`src/rtl/assert_macros.svh`:
```
// Assertion macros for the grid weight interpolator RTL (used by gwi_ctrl).
// No dependencies; the macros expand to nothing when SYNTHESIS is defined.
`ifndef ASSERT_MACROS_SVH
`define ASSERT_MACROS_SVH
`ifndef SYNTHESIS
// The property must hold at every clock edge outside reset.
`define ASSERT_HOLDS(lbl, clk, rst, prop) \
  lbl: assert property (@(posedge clk) disable iff (rst) (prop)) else $error("assertion failed");
// When cond holds, nxt must hold in the following cycle.
`define ASSERT_NEXT(lbl, clk, rst, cond, nxt) \
  lbl: assert property (@(posedge clk) disable iff (rst) (cond) |=> (nxt)) else $error("assertion failed");
`else
`define ASSERT_HOLDS(lbl, clk, rst, prop)
`define ASSERT_NEXT(lbl, clk, rst, cond, nxt)
`endif
`endif

```
`src/rtl/gwi_pkg.sv`:
```
// Package of the grid weight interpolator: sizes, codes, table entry layout,
// the arithmetic micro-program and the controller/datapath interface structs.
`timescale 1ns / 1ps

package gwi_pkg;

  localparam int TABLE_DEPTH = 1024;
  localparam int ADDR_W = $clog2(TABLE_DEPTH);
  localparam int CNT_W = $clog2(TABLE_DEPTH + 1);

  localparam int OP_W = 2;
  localparam int COL_W = 8;
  localparam int ID_W = 2 * COL_W;
  localparam int COORD_W = 24;
  localparam int WGT_W = 20;
  localparam int STAT_W = 3;

  localparam int IN_W = 2 * COL_W + 2 * COORD_W + 2 * WGT_W;
  localparam int OUT_W = 48;

  // Arithmetic widths.
  localparam int OPR_W = COORD_W + 2;
  localparam int PROD_W = 2 * OPR_W;
  localparam int NUM_W = PROD_W + 1;
  localparam int QUOT_W = NUM_W + 1;
  localparam int SAT_W = QUOT_W + 2;
  localparam int SQ_W = 2 * (COORD_W + 1);
  localparam int DIST_W = SQ_W + 1;
  localparam int TGT_W = COL_W + 2;

  localparam logic [OP_W-1:0] OP_CLEAR = 2'd0;
  localparam logic [OP_W-1:0] OP_APPEND = 2'd1;
  localparam logic [OP_W-1:0] OP_QUERY = 2'd2;

  localparam logic [STAT_W-1:0] ST_OK = 3'd0;
  localparam logic [STAT_W-1:0] ST_FULL = 3'd1;
  localparam logic [STAT_W-1:0] ST_EMPTY = 3'd2;
  localparam logic [STAT_W-1:0] ST_MISSING = 3'd3;
  localparam logic [STAT_W-1:0] ST_ZERO_SPAN = 3'd4;

  localparam logic signed [SAT_W-1:0] WGT_HI = SAT_W'((2 ** (WGT_W - 1)) - 1);
  localparam logic signed [SAT_W-1:0] WGT_LO = -SAT_W'(2 ** (WGT_W - 1));
  localparam logic signed [SAT_W-1:0] CRD_HI = SAT_W'((2 ** (COORD_W - 1)) - 1);
  localparam logic signed [SAT_W-1:0] CRD_LO = -SAT_W'(2 ** (COORD_W - 1));

  typedef struct packed {
    logic signed [WGT_W-1:0] wy;
    logic signed [WGT_W-1:0] wx;
    logic signed [COORD_W-1:0] py;
    logic signed [COORD_W-1:0] px;
    logic [ID_W-1:0] id;
  } entry_t;

  typedef enum logic [2:0] {K_MUL, K_LOAD, K_ADD, K_DIV, K_CHK, K_END} kind_t;

  typedef enum logic [3:0] {
    S_DA_WXB, S_DB_WXA, S_DA_WYB, S_DB_WYA, S_RY,
    S_DL_UX, S_DU_LX, S_DL_UY, S_DU_LY
  } sel_t;

  typedef enum logic [2:0] {D_WX, D_WY, D_RY, D_OX, D_OY} dst_t;

  typedef struct packed {
    kind_t kind;
    sel_t sel;
    dst_t dst;
    logic row;
  } prog_t;

  localparam int PROG_LEN = 38;
  localparam int STEP_W = $clog2(PROG_LEN);

  // Row 0 is the lower cell row (corners 0 and 1), row 1 the upper one.
  localparam prog_t PROG [PROG_LEN] = '{
    '{K_MUL, S_DA_WXB, D_WX, 1'b0}, '{K_LOAD, S_DA_WXB, D_WX, 1'b0},
    '{K_MUL, S_DB_WXA, D_WX, 1'b0}, '{K_ADD, S_DA_WXB, D_WX, 1'b0},
    '{K_DIV, S_DA_WXB, D_WX, 1'b0},
    '{K_MUL, S_DA_WYB, D_WY, 1'b0}, '{K_LOAD, S_DA_WXB, D_WY, 1'b0},
    '{K_MUL, S_DB_WYA, D_WY, 1'b0}, '{K_ADD, S_DA_WXB, D_WY, 1'b0},
    '{K_DIV, S_DA_WXB, D_WY, 1'b0},
    '{K_MUL, S_RY, D_RY, 1'b0}, '{K_LOAD, S_DA_WXB, D_RY, 1'b0},
    '{K_DIV, S_DA_WXB, D_RY, 1'b0},
    '{K_MUL, S_DA_WXB, D_WX, 1'b1}, '{K_LOAD, S_DA_WXB, D_WX, 1'b1},
    '{K_MUL, S_DB_WXA, D_WX, 1'b1}, '{K_ADD, S_DA_WXB, D_WX, 1'b1},
    '{K_DIV, S_DA_WXB, D_WX, 1'b1},
    '{K_MUL, S_DA_WYB, D_WY, 1'b1}, '{K_LOAD, S_DA_WXB, D_WY, 1'b1},
    '{K_MUL, S_DB_WYA, D_WY, 1'b1}, '{K_ADD, S_DA_WXB, D_WY, 1'b1},
    '{K_DIV, S_DA_WXB, D_WY, 1'b1},
    '{K_MUL, S_RY, D_RY, 1'b1}, '{K_LOAD, S_DA_WXB, D_RY, 1'b1},
    '{K_DIV, S_DA_WXB, D_RY, 1'b1},
    '{K_CHK, S_DA_WXB, D_OX, 1'b0},
    '{K_MUL, S_DL_UX, D_OX, 1'b0}, '{K_LOAD, S_DA_WXB, D_OX, 1'b0},
    '{K_MUL, S_DU_LX, D_OX, 1'b0}, '{K_ADD, S_DA_WXB, D_OX, 1'b0},
    '{K_DIV, S_DA_WXB, D_OX, 1'b0},
    '{K_MUL, S_DL_UY, D_OY, 1'b0}, '{K_LOAD, S_DA_WXB, D_OY, 1'b0},
    '{K_MUL, S_DU_LY, D_OY, 1'b0}, '{K_ADD, S_DA_WXB, D_OY, 1'b0},
    '{K_DIV, S_DA_WXB, D_OY, 1'b0},
    '{K_END, S_DA_WXB, D_OX, 1'b0}
  };

  typedef struct packed {
    logic load_item;
    logic wr_en;
    logic rd_en;
    logic scan1;
    logic scan2;
    logic setup;
    logic mul_en;
    logic acc_load;
    logic acc_add;
    logic div_start;
    logic div_write;
    logic out_load;
    logic out_ok;
    logic [ADDR_W-1:0] addr;
    prog_t prog;
  } cmd_t;

  typedef struct packed {
    logic [OP_W-1:0] op;
    logic all_found;
    logic zero_span;
    logic total_zero;
    logic div_done;
  } dp_stat_t;

  function automatic logic signed [OPR_W-1:0] sdiff(input logic signed [COORD_W-1:0] a,
                                                    input logic signed [COORD_W-1:0] b);
    sdiff = OPR_W'(a) - OPR_W'(b);
  endfunction

  function automatic logic signed [OPR_W-1:0] adiff(input logic signed [COORD_W-1:0] a,
                                                    input logic signed [COORD_W-1:0] b);
    logic signed [OPR_W-1:0] d;
    d = sdiff(a, b);
    adiff = (d < 0) ? -d : d;
  endfunction

  function automatic logic signed [WGT_W-1:0] sat_wgt(input logic signed [SAT_W-1:0] v);
    if (v > WGT_HI) sat_wgt = WGT_HI[WGT_W-1:0];
    else if (v < WGT_LO) sat_wgt = WGT_LO[WGT_W-1:0];
    else sat_wgt = v[WGT_W-1:0];
  endfunction

  function automatic logic signed [COORD_W-1:0] sat_crd(input logic signed [SAT_W-1:0] v);
    if (v > CRD_HI) sat_crd = CRD_HI[COORD_W-1:0];
    else if (v < CRD_LO) sat_crd = CRD_LO[COORD_W-1:0];
    else sat_crd = v[COORD_W-1:0];
  endfunction

endpackage

```
`src/rtl/gwi_ctrl.sv`:
```
// Controller of the grid weight interpolator: item handshake, fill count,
// scan sequencing, micro-program stepping and result slot. Depends on gwi_pkg.
`timescale 1ns / 1ps
`include "assert_macros.svh"

module gwi_ctrl (
  input  logic                        clk,
  input  logic                        rst,
  input  logic                        in_valid,
  output logic                        in_ready,
  output logic                        out_valid,
  input  logic                        out_ready,
  output logic [gwi_pkg::STAT_W-1:0]  out_status,
  output gwi_pkg::cmd_t               cmd,
  input  gwi_pkg::dp_stat_t           stat
);
  import gwi_pkg::*;

  typedef enum logic [3:0] {
    S_IDLE, S_DISPATCH, S_SCAN1, S_DRAIN1, S_SETUP2, S_SCAN2, S_DRAIN2,
    S_CHECK, S_RUN, S_DIVW, S_FINISH
  } state_t;

  state_t            state;
  logic [CNT_W-1:0]  count;
  logic [ADDR_W-1:0] scan_idx;
  logic [1:0]        drain;
  logic [STEP_W-1:0] step;
  logic [STAT_W-1:0] status;
  logic              slot_free;
  prog_t             p;

  assign in_ready = (state == S_IDLE);
  assign slot_free = !out_valid || out_ready;
  assign p = PROG[step];

  always_comb begin
    cmd = '0;
    cmd.prog = p;
    cmd.addr = scan_idx;
    case (state)
      S_IDLE: cmd.load_item = in_valid;
      S_DISPATCH: begin
        cmd.addr = count[ADDR_W-1:0];
        cmd.wr_en = (stat.op == OP_APPEND) && (count != CNT_W'(TABLE_DEPTH));
      end
      S_SCAN1: begin
        cmd.rd_en = 1'b1;
        cmd.scan1 = 1'b1;
      end
      S_SETUP2: cmd.setup = 1'b1;
      S_SCAN2: begin
        cmd.rd_en = 1'b1;
        cmd.scan2 = 1'b1;
      end
      S_RUN: begin
        case (p.kind)
          K_MUL:   cmd.mul_en = 1'b1;
          K_LOAD:  cmd.acc_load = 1'b1;
          K_ADD:   cmd.acc_add = 1'b1;
          K_DIV:   cmd.div_start = 1'b1;
          default: ;
        endcase
      end
      S_DIVW: cmd.div_write = stat.div_done;
      S_FINISH: begin
        cmd.out_load = slot_free;
        // Only a query that ends well carries weights.
        cmd.out_ok = (status == ST_OK) && (stat.op == OP_QUERY);
      end
      default: ;
    endcase
  end

  always_ff @(posedge clk) begin
    if (rst) begin
      state <= S_IDLE;
      count <= '0;
      out_valid <= 1'b0;
      scan_idx <= '0;
      drain <= '0;
      step <= '0;
      status <= ST_OK;
      out_status <= ST_OK;
    end else begin
      if (state == S_FINISH && slot_free) begin
        out_valid <= 1'b1;
      end else if (out_valid && out_ready) begin
        out_valid <= 1'b0;
      end
      case (state)
        S_IDLE: begin
          if (in_valid) begin
            state <= S_DISPATCH;
          end
        end
        S_DISPATCH: begin
          case (stat.op)
            OP_CLEAR: begin
              count <= '0;
              status <= ST_OK;
              state <= S_FINISH;
            end
            OP_APPEND: begin
              state <= S_FINISH;
              if (count == CNT_W'(TABLE_DEPTH)) begin
                status <= ST_FULL;
              end else begin
                status <= ST_OK;
                count <= count + 1'b1;
              end
            end
            OP_QUERY: begin
              if (count == '0) begin
                status <= ST_EMPTY;
                state <= S_FINISH;
              end else begin
                status <= ST_OK;
                scan_idx <= '0;
                state <= S_SCAN1;
              end
            end
            default: begin
              status <= ST_OK;
              state <= S_FINISH;
            end
          endcase
        end
        S_SCAN1: begin
          if (CNT_W'(scan_idx) == count - 1'b1) begin
            drain <= '0;
            state <= S_DRAIN1;
          end else begin
            scan_idx <= scan_idx + 1'b1;
          end
        end
        S_DRAIN1: begin
          if (drain == 2'd2) begin
            state <= S_SETUP2;
          end else begin
            drain <= drain + 1'b1;
          end
        end
        S_SETUP2: begin
          scan_idx <= '0;
          state <= S_SCAN2;
        end
        S_SCAN2: begin
          if (CNT_W'(scan_idx) == count - 1'b1) begin
            state <= S_DRAIN2;
          end else begin
            scan_idx <= scan_idx + 1'b1;
          end
        end
        S_DRAIN2: state <= S_CHECK;
        S_CHECK: begin
          if (!stat.all_found) begin
            status <= ST_MISSING;
            state <= S_FINISH;
          end else if (stat.zero_span) begin
            status <= ST_ZERO_SPAN;
            state <= S_FINISH;
          end else begin
            step <= '0;
            state <= S_RUN;
          end
        end
        S_RUN: begin
          case (p.kind)
            K_DIV: state <= S_DIVW;
            K_CHK: begin
              if (stat.total_zero) begin
                status <= ST_ZERO_SPAN;
                state <= S_FINISH;
              end else begin
                step <= step + 1'b1;
              end
            end
            K_END: begin
              status <= ST_OK;
              state <= S_FINISH;
            end
            default: step <= step + 1'b1;
          endcase
        end
        S_DIVW: begin
          if (stat.div_done) begin
            step <= step + 1'b1;
            state <= S_RUN;
          end
        end
        S_FINISH: begin
          if (slot_free) begin
            out_status <= status;
            state <= S_IDLE;
          end
        end
        default: state <= S_IDLE;
      endcase
    end
  end

  `ASSERT_HOLDS(a_count_bound, clk, rst, count <= CNT_W'(TABLE_DEPTH))
  `ASSERT_HOLDS(a_scan_in_fill, clk, rst, (state != S_SCAN1) || (CNT_W'(scan_idx) < count))
  `ASSERT_NEXT(a_accept_dispatch, clk, rst, in_valid && in_ready, state == S_DISPATCH)

endmodule

```
`config.mk`:
```
export PLATFORM = sky130hd
export DESIGN_NAME = gwi_ctrl
export DESIGN_NICKNAME = d
export VERILOG_FILES = /design/src/rtl/gwi_pkg.sv /design/src/rtl/gwi_ctrl.sv
export VERILOG_INCLUDE_DIRS = /design/src /design/src/rtl
export SDC_FILE = /design/constraint.sdc
export NUM_CORES = 1
export LEC_CHECK = 0
export BUFFER_PORTS_ARGS = -buffer_cell sky130_fd_sc_hd__buf_2
export CAP_MARGIN = 20
export CORE_AREA = 3 3 78 80
export CTS_BUF_LIST = sky130_fd_sc_hd__clkbuf_8
export DETAILED_ROUTE_END_ITERATION = 10
export DIE_AREA = 0 0 81 83
export PLACE_DENSITY = 0.82
export SLEW_MARGIN = 0
export SYNTH_ARGS = -nofsm -noshare
export SYNTH_HDL_FRONTEND = slang
export SYNTH_SLANG_ARGS = --single-unit
```
`constraint.sdc`:
```
create_clock -name clk -period 3.5 [get_ports clk]
set_input_delay 0.525 -clock clk [delete_from_list [all_inputs] [get_ports clk]]
set_output_delay 0.525 -clock clk [all_outputs]
set_load 0.02 [all_outputs]
```
==> flow_summary.yaml, run 1 <==
floorplan:
  fp.coreArea_sq_mm: 0.005473
  dieArea_sq_mm: 0.006723
  num_rows: 27
  chipHeight_um: 83
  ios: 49
  initial_utilization_pct: 59.90
  die_x_um: 81
sta:
  drv_slew: 0
  fin_crit_sh_pct: 90.80
  fin_ws_ns: 0.3220
  min_period_ns: 3.178
  tns_ns: 0
  max-slew-margin-rel_pct: 49.50
  maxClockFrequency_mhz: 314.7
  rsz0062_at_grt: "false"
  whs_ns: 0.4536
  tightest_slew_ns: 0.7542
  setup_violations: 0
  finalHoldViolCount: 0
  finalClockSkew_ns: 0.01342
grt:
  grt_util_all_layers_pct: 24.13
  grt_pass1_wl_um: 13340
  grt_pass1_vias: 2953
  grt-ovfl-total: 0
  grt_max_degree: 27
  antenna_found_initial: 0
clock_tree:
  cts_sinks: 40
  post_cts_buffers: 0
  clk_pin_slew_ns: 0.08
  h-tree-depth: 2
  cts_tree: "yes"
  cts-root-buf: "clkbuf_8"
  post_cts_resized: 0
  clk_path_buf_depth: 2
  hold_buffers: 0
  cts_buffers: 5
  clk_latency_ns: 0.30
setup_path:
  crit_chain: "inv_1, ha_1, o21ai_0, and3_1, o311a_1, inv_1, nand2_1, o211ai_1, mux2_2, nor2_1"
  cp_top_family: "compound AO/OA/AOI/OAI gates"
  start_kind: "register"
  critPathKind: "register to register"
  critPathArrivalTime_ns: 3.40
  crit_top_cell: "inv_1"
  crit_buf_inv: 2
  crit_required_ns: 3.72
  end_kind: "register"
  crit_slowest_cell: "o211ai_1"
  crit_fanout: 14
  max_stage_delay_ns: 0.64
route:
  vias: 3401
  dr.pass1.iters: 5
  initialDrtViolationCount: 211
  drc_errors: 0
  drt_wl_total_um: 8254
  viasPerCell: 6.084
  ant_nets: 0
  wl_per_cell_um: 14.77
run:
  maxCapViolations: 0
logic_synthesis:
  yosys_warnings: 0
  ys_seq_elements: 40
  synth_cell_type_count: 61
  synth_edf_count: 0
  yosys.area.top_type: "dfxtp_1"
  synth_area_sq_mm: 0.003278
  syn-num-nets: 482
  syn_area_per_cell_sq_um: 7.189
  synthTopCellsByArea: "dfxtp_1 (24%), nand2_1 (7.1%), ha_1 (6.1%)"
  ys_seq_area_share_pct: 24.43
  synth_top_area_share_pct: 24.43
  syn_inst: 456
  synth_ff_type: "dfxtp_1"
  synth_async_sr_flop_share_pct: 0
placed_design:
  dp.cells: 551
  globalplace.congestion: 1.001
  hpwlAfterDp_um: 5983
  dpl_worst_slack_ns: 0.3796
  port_buffers: 48
power_and_ir_drop:
  switching_share_pct: 39.18
  p_leak_nw: 1.515
  net-switching-power_w: 0.0006319
  p_per_area_mw_per_mm2: 441.5
  ir_drop_mv: 0.3185
  comb_power_share_pct: 38.1
  intPower_w: 0.0009810
  p_seq_share_pct: 36.0
  clkPwrFrac_pct: 25.9
finish:
  drive_gt1_share_pct: 15.61
  num_antenna_cells: 0
  nets: 512
  fin_cells: 559
  fin_util_pct: 66.76
  fillers: 487
  syn2layout_area_growth_pct: 11.45
status:
  outcome: "completed"
min_path:
  min_path_type: "register to register"
-- per-layer routing --
metal,GRT usage (%),up-vias,wire [um]
met4,7.680,0,102
met5,0,-,0
met1,32.48,1567,3739
li1,-,1690,-
met2,37.57,132,3817
met3,5.857,12,594
-- placed cells by master (no fill, tap or decap), types with 4 or more instances in the layout --
| master | netlist | routed |
|---|---|---|
| nor3_1 | 14 | 14 |
| clkbuf_8 | 0 | 7 |
| a21oi_1 | 28 | 28 |
| or3_1 | 5 | 5 |
| a32oi_1 | 4 | 4 |
| o22ai_1 | 6 | 6 |
| xnor2_1 | 14 | 14 |
| dfxtp_1 | 40 | 40 |
| ha_1 | 16 | 16 |
| buf_4 | 0 | 5 |
| and3_1 | 8 | 8 |
| nand4_1 | 6 | 6 |
| inv_1 | 19 | 19 |
| xor2_1 | 8 | 8 |
| nor2b_1 | 15 | 15 |
| o21ai_0 | 22 | 22 |
| nor2_1 | 48 | 48 |
| nand2_1 | 62 | 62 |
| a31oi_1 | 4 | 4 |
| nand2b_1 | 9 | 9 |
| mux2i_1 | 5 | 5 |
| nand3_1 | 21 | 21 |
| a2111o_1 | 7 | 7 |
| buf_2 | 4 | 48 |
| o2111ai_1 | 5 | 5 |
-- path summary, 6_finish.rpt --
path / from / endpoint / slack (ns) / cells past startpoint
worst max-delay path: step[1] / step[2] / 0.32 / 10
worst min-delay path: out_status[1] / out_status[1] / 0.45 / 2
worst max register to register: step[1] / step[2] / 0.32 / 10
worst min register to register: out_status[1] / out_status[1] / 0.45 / 2
-- stage by stage --
stage	instance area [sq um]	power (W)
after floorplan	3278	0.001034
after global placement	3527	0.001171
after detailed placement	3527	0.001191
after CTS	3654	0.001608
after global routing	3654	0.001704
final	3654	0.001613
-- cell type report --
type	instances	area (sq um)	share of cell area [%]
Inverter	20	75.07	2.055
Sequential cell	40	800.8	21.92
Clock inverter	1	30.03	0.8219
Timing Repair Buffer	53	277.8	7.603
Clock buffer	7	96.34	2.637
Tap cell	72	90.09	2.466
Multi-Input combinational cell	366	2283	62.50
-- cells by family after synthesis --
logic type                 synth area share (%)
buffers and inverters                     6.107
muxes                                     2.214
AOI/OAI and AO/OA                         22.63
xor gates and xnor gates                  5.878
and+or+nand+nor                           32.63
DFF                                       24.43
adders and majority gates                 6.107
-- worst min-delay path, stage by stage, from the launching register on --
cell and delay, ns:
dfxtp_1 0.31, nand2_1 0.05, a21oi_1 0.05
-- cells in the mapped netlist, types with 3 or more instances --
library cell	count
a2111o_1	7
a211oi_1	3
a21oi_1	28
a221oi_1	3
a31oi_1	4
a32oi_1	4
and2_1	3
and3_1	8
buf_2	4
clkbuf_1	23
dfxtp_1	40
ha_1	16
inv_1	19
mux2i_1	5
nand2_1	62
nand2b_1	9
nand3_1	21
nand4_1	6
nor2_1	48
nor2b_1	15
nor3_1	14
nor4b_1	4
o2111ai_1	5
o211ai_1	3
o21ai_0	22
o21ai_1	3
o22ai_1	6
or2_2	3
or3_1	5
xnor2_1	14
xor2_1	8
-- power groups by stage --
stage / registers (W) / clock network [W] / logic (W)
global route: 0.000591 / 0.000437 / 0.000675
floorplan: 0.000542 / 0 / 0.000492
global placement: 0.000583 / 0 / 0.000588
CTS: 0.000578 / 0.000422 / 0.000607
finish: 0.000581 / 0.000417 / 0.000615
detailed placement: 0.000588 / 0 / 0.000603
-- flip-flops by register name, summed over array words and instances, names as in the netlist --
register    flops
count          11
step            6
drain           2
status          3
scan_idx       10
out_status      3
out_valid       1
state           4
(Power assumes the default switching activity.)
==> inputs of run 2 (changes only) <==
GPL_TIMING_DRIVEN = 0   (was not set)
==> flow_summary.yaml, run 2 (same netlist as run 1, synthesis figures left out) <==
sta:
  tightest_slew_ns: 0.8103
  rsz0062_at_grt: "false"
  finalClockSkew_ns: 0.004681
  setup_violations: 0
  drv_slew: 0
  tns_ns: 0
  max-slew-margin-rel_pct: 45.41
  min_period_ns: 3.212
  fin_crit_sh_pct: 91.78
  finalHoldViolCount: 0
  maxClockFrequency_mhz: 311.3
grt:
  antenna_found_initial: 0
  grt_util_all_layers_pct: 26.63
  grt-ovfl-total: 0
  grt_pass1_vias: 3082
  grt_max_degree: 13
  grt_pass1_wl_um: 14630
clock_tree:
  h-tree-depth: 2
  clk_latency_ns: 0.30
  cts-root-buf: "clkbuf_8"
  clk_pin_slew_ns: 0.08
  cts_tree: "yes"
  cts_sinks: 40
  clk_path_buf_depth: 2
  cts_buffers: 5
min_path:
  min_path_type: "register to register"
floorplan:
  dieArea_sq_mm: 0.006723
  ios: 49
  initial_utilization_pct: 59.90
  chipHeight_um: 83
  fp.coreArea_sq_mm: 0.005473
  num_rows: 27
  die_x_um: 81
route:
  vias: 3532
  ant_nets: 0
  dr.pass1.iters: 5
  viasPerCell: 6.048
  drt_wl_total_um: 8786
  initialDrtViolationCount: 308
  wl_per_cell_um: 15.04
  drc_errors: 0
finish:
  final_common_cell: "nand2_1"
  drive_gt1_share_pct: 15.04
  num_antenna_cells: 0
  mostFrequentLayoutCells: "nand2_1 (62), buf_2 (52), nor2_1 (48)"
  nets: 538
  reg.largest.list: "count x11, scan_idx x10, step x6"
  fillers: 504
  regMostFlops: "count"
  syn2layout_area_growth_pct: 14.39
  largest_reg_flops: 11
setup_path:
  crit_required_ns: 3.69
  critPathKind: "register to register"
  end_kind: "register"
  start_kind: "register"
  critPathArrivalTime_ns: 3.41
  crit_fanout: 8
power_and_ir_drop:
  p_leak_nw: 1.553
  ir_drop_mv: 0.2791
  p_per_area_mw_per_mm2: 446.8
  total_power_w: 0.001675
run:
  maxCapViolations: 0
placed_design:
  globalplace.congestion: 0.8960
  hpwlAfterDp_um: 6423
  port_buffers: 48
status:
  outcome: "completed"
[run 2: cell types whose count changed in the layout (fill, tap and decap cells not counted)]
cell	before	now
nor4b_2	1	0
nor4b_1	3	4
o21ai_1	3	2
buf_4	5	1
o21ai_2	0	1
bufinv_16	1	2
buf_6	0	1
clkbuf_8	7	5
buf_2	48	52
clkbuf_1	0	22
clkbuf_2	0	1
buf_1	0	2
[run 2: final timing paths]
path / endpoint / startpoint / slack [ns] / depth (start not counted)
worst min register to register: out_status[1] / out_status[1] / 0.46 / 2
worst min-delay path: out_status[1] / out_status[1] / 0.46 / 2
worst max-delay path: state[0] / count[0] / 0.29 / 10
worst max register to register: state[0] / count[0] / 0.29 / 10
[run 2: final cells by class]
type / instances / area [sq um] / area share (%)
Tap cell: 72 / 90.09 / 2.402
Timing Repair Buffer: 49 / 247.7 / 6.607
Sequential cell: 40 / 800.8 / 21.35
Buffer: 30 / 126.4 / 3.370
Clock inverter: 2 / 60.06 / 1.602
Multi-Input combinational cell: 366 / 2281 / 60.83
Clock buffer: 5 / 68.82 / 1.835
Inverter: 20 / 75.07 / 2.002
[run 2: worst max-delay path, cell delays in order (launching register included)]
cell and delay (ns):
dfxtp_1 0.32, clkbuf_1 0.19, inv_1 0.14, ha_1 0.27
or4b_1 0.53, nor4_1 0.26, a211oi_1 0.14, a2111o_1 0.37
o21ai_2 0.28, and3_1 0.24, mux2_2 0.35
[run 2: where the power goes]
part | switching [W] | leakage (nW) | internal [W] | total [W]
combinational | 0.000435 | 1.16 | 0.000238 | 0.000673
clock | 0.000174 | 0.0642 | 0.000281 | 0.000455
sequential | 0.0000524 | 0.323 | 0.000496 | 0.000548
[run 2: layer usage]
layer / global-route usage (%) / vias to the layer above / routed length (um)
met5: 0 / - / 0
met4: 6.759 / 0 / 108
met3: 4.447 / 15 / 592
met2: 42.05 / 142 / 4018
met1: 37.37 / 1625 / 4067
li1: - / 1750 / -
[run 2: metrics by stage]
stage | utilization (%) | hold slack (ns) | cell area, sq um | instances | worst slack [ns]
after floorplan | - | 0.4445 | 3278 | 456 | 0.5222
after global placement | 65.94 | 0.4397 | 3608 | 576 | 0.2023
after detailed placement | 65.94 | 0.4471 | 3608 | 576 | 0.09536
after CTS | 68.29 | 0.4602 | 3737 | 583 | 0.06104
after global routing | 68.52 | 0.4900 | 3750 | 584 | 0.1451
final | 68.52 | 0.4581 | 3750 | 584 | 0.2876
[run 2: repair_timing]
| action | CTS | global route |
|---|---|---|
| endpoints found under the setup margin | 0 | 8 |
| buffers inserted | 0 | 1 |
| hold buffers | 0 | 0 |
| hold endpoints to repair | 0 | 0 |
| gates resized for setup | 0 | 3 |
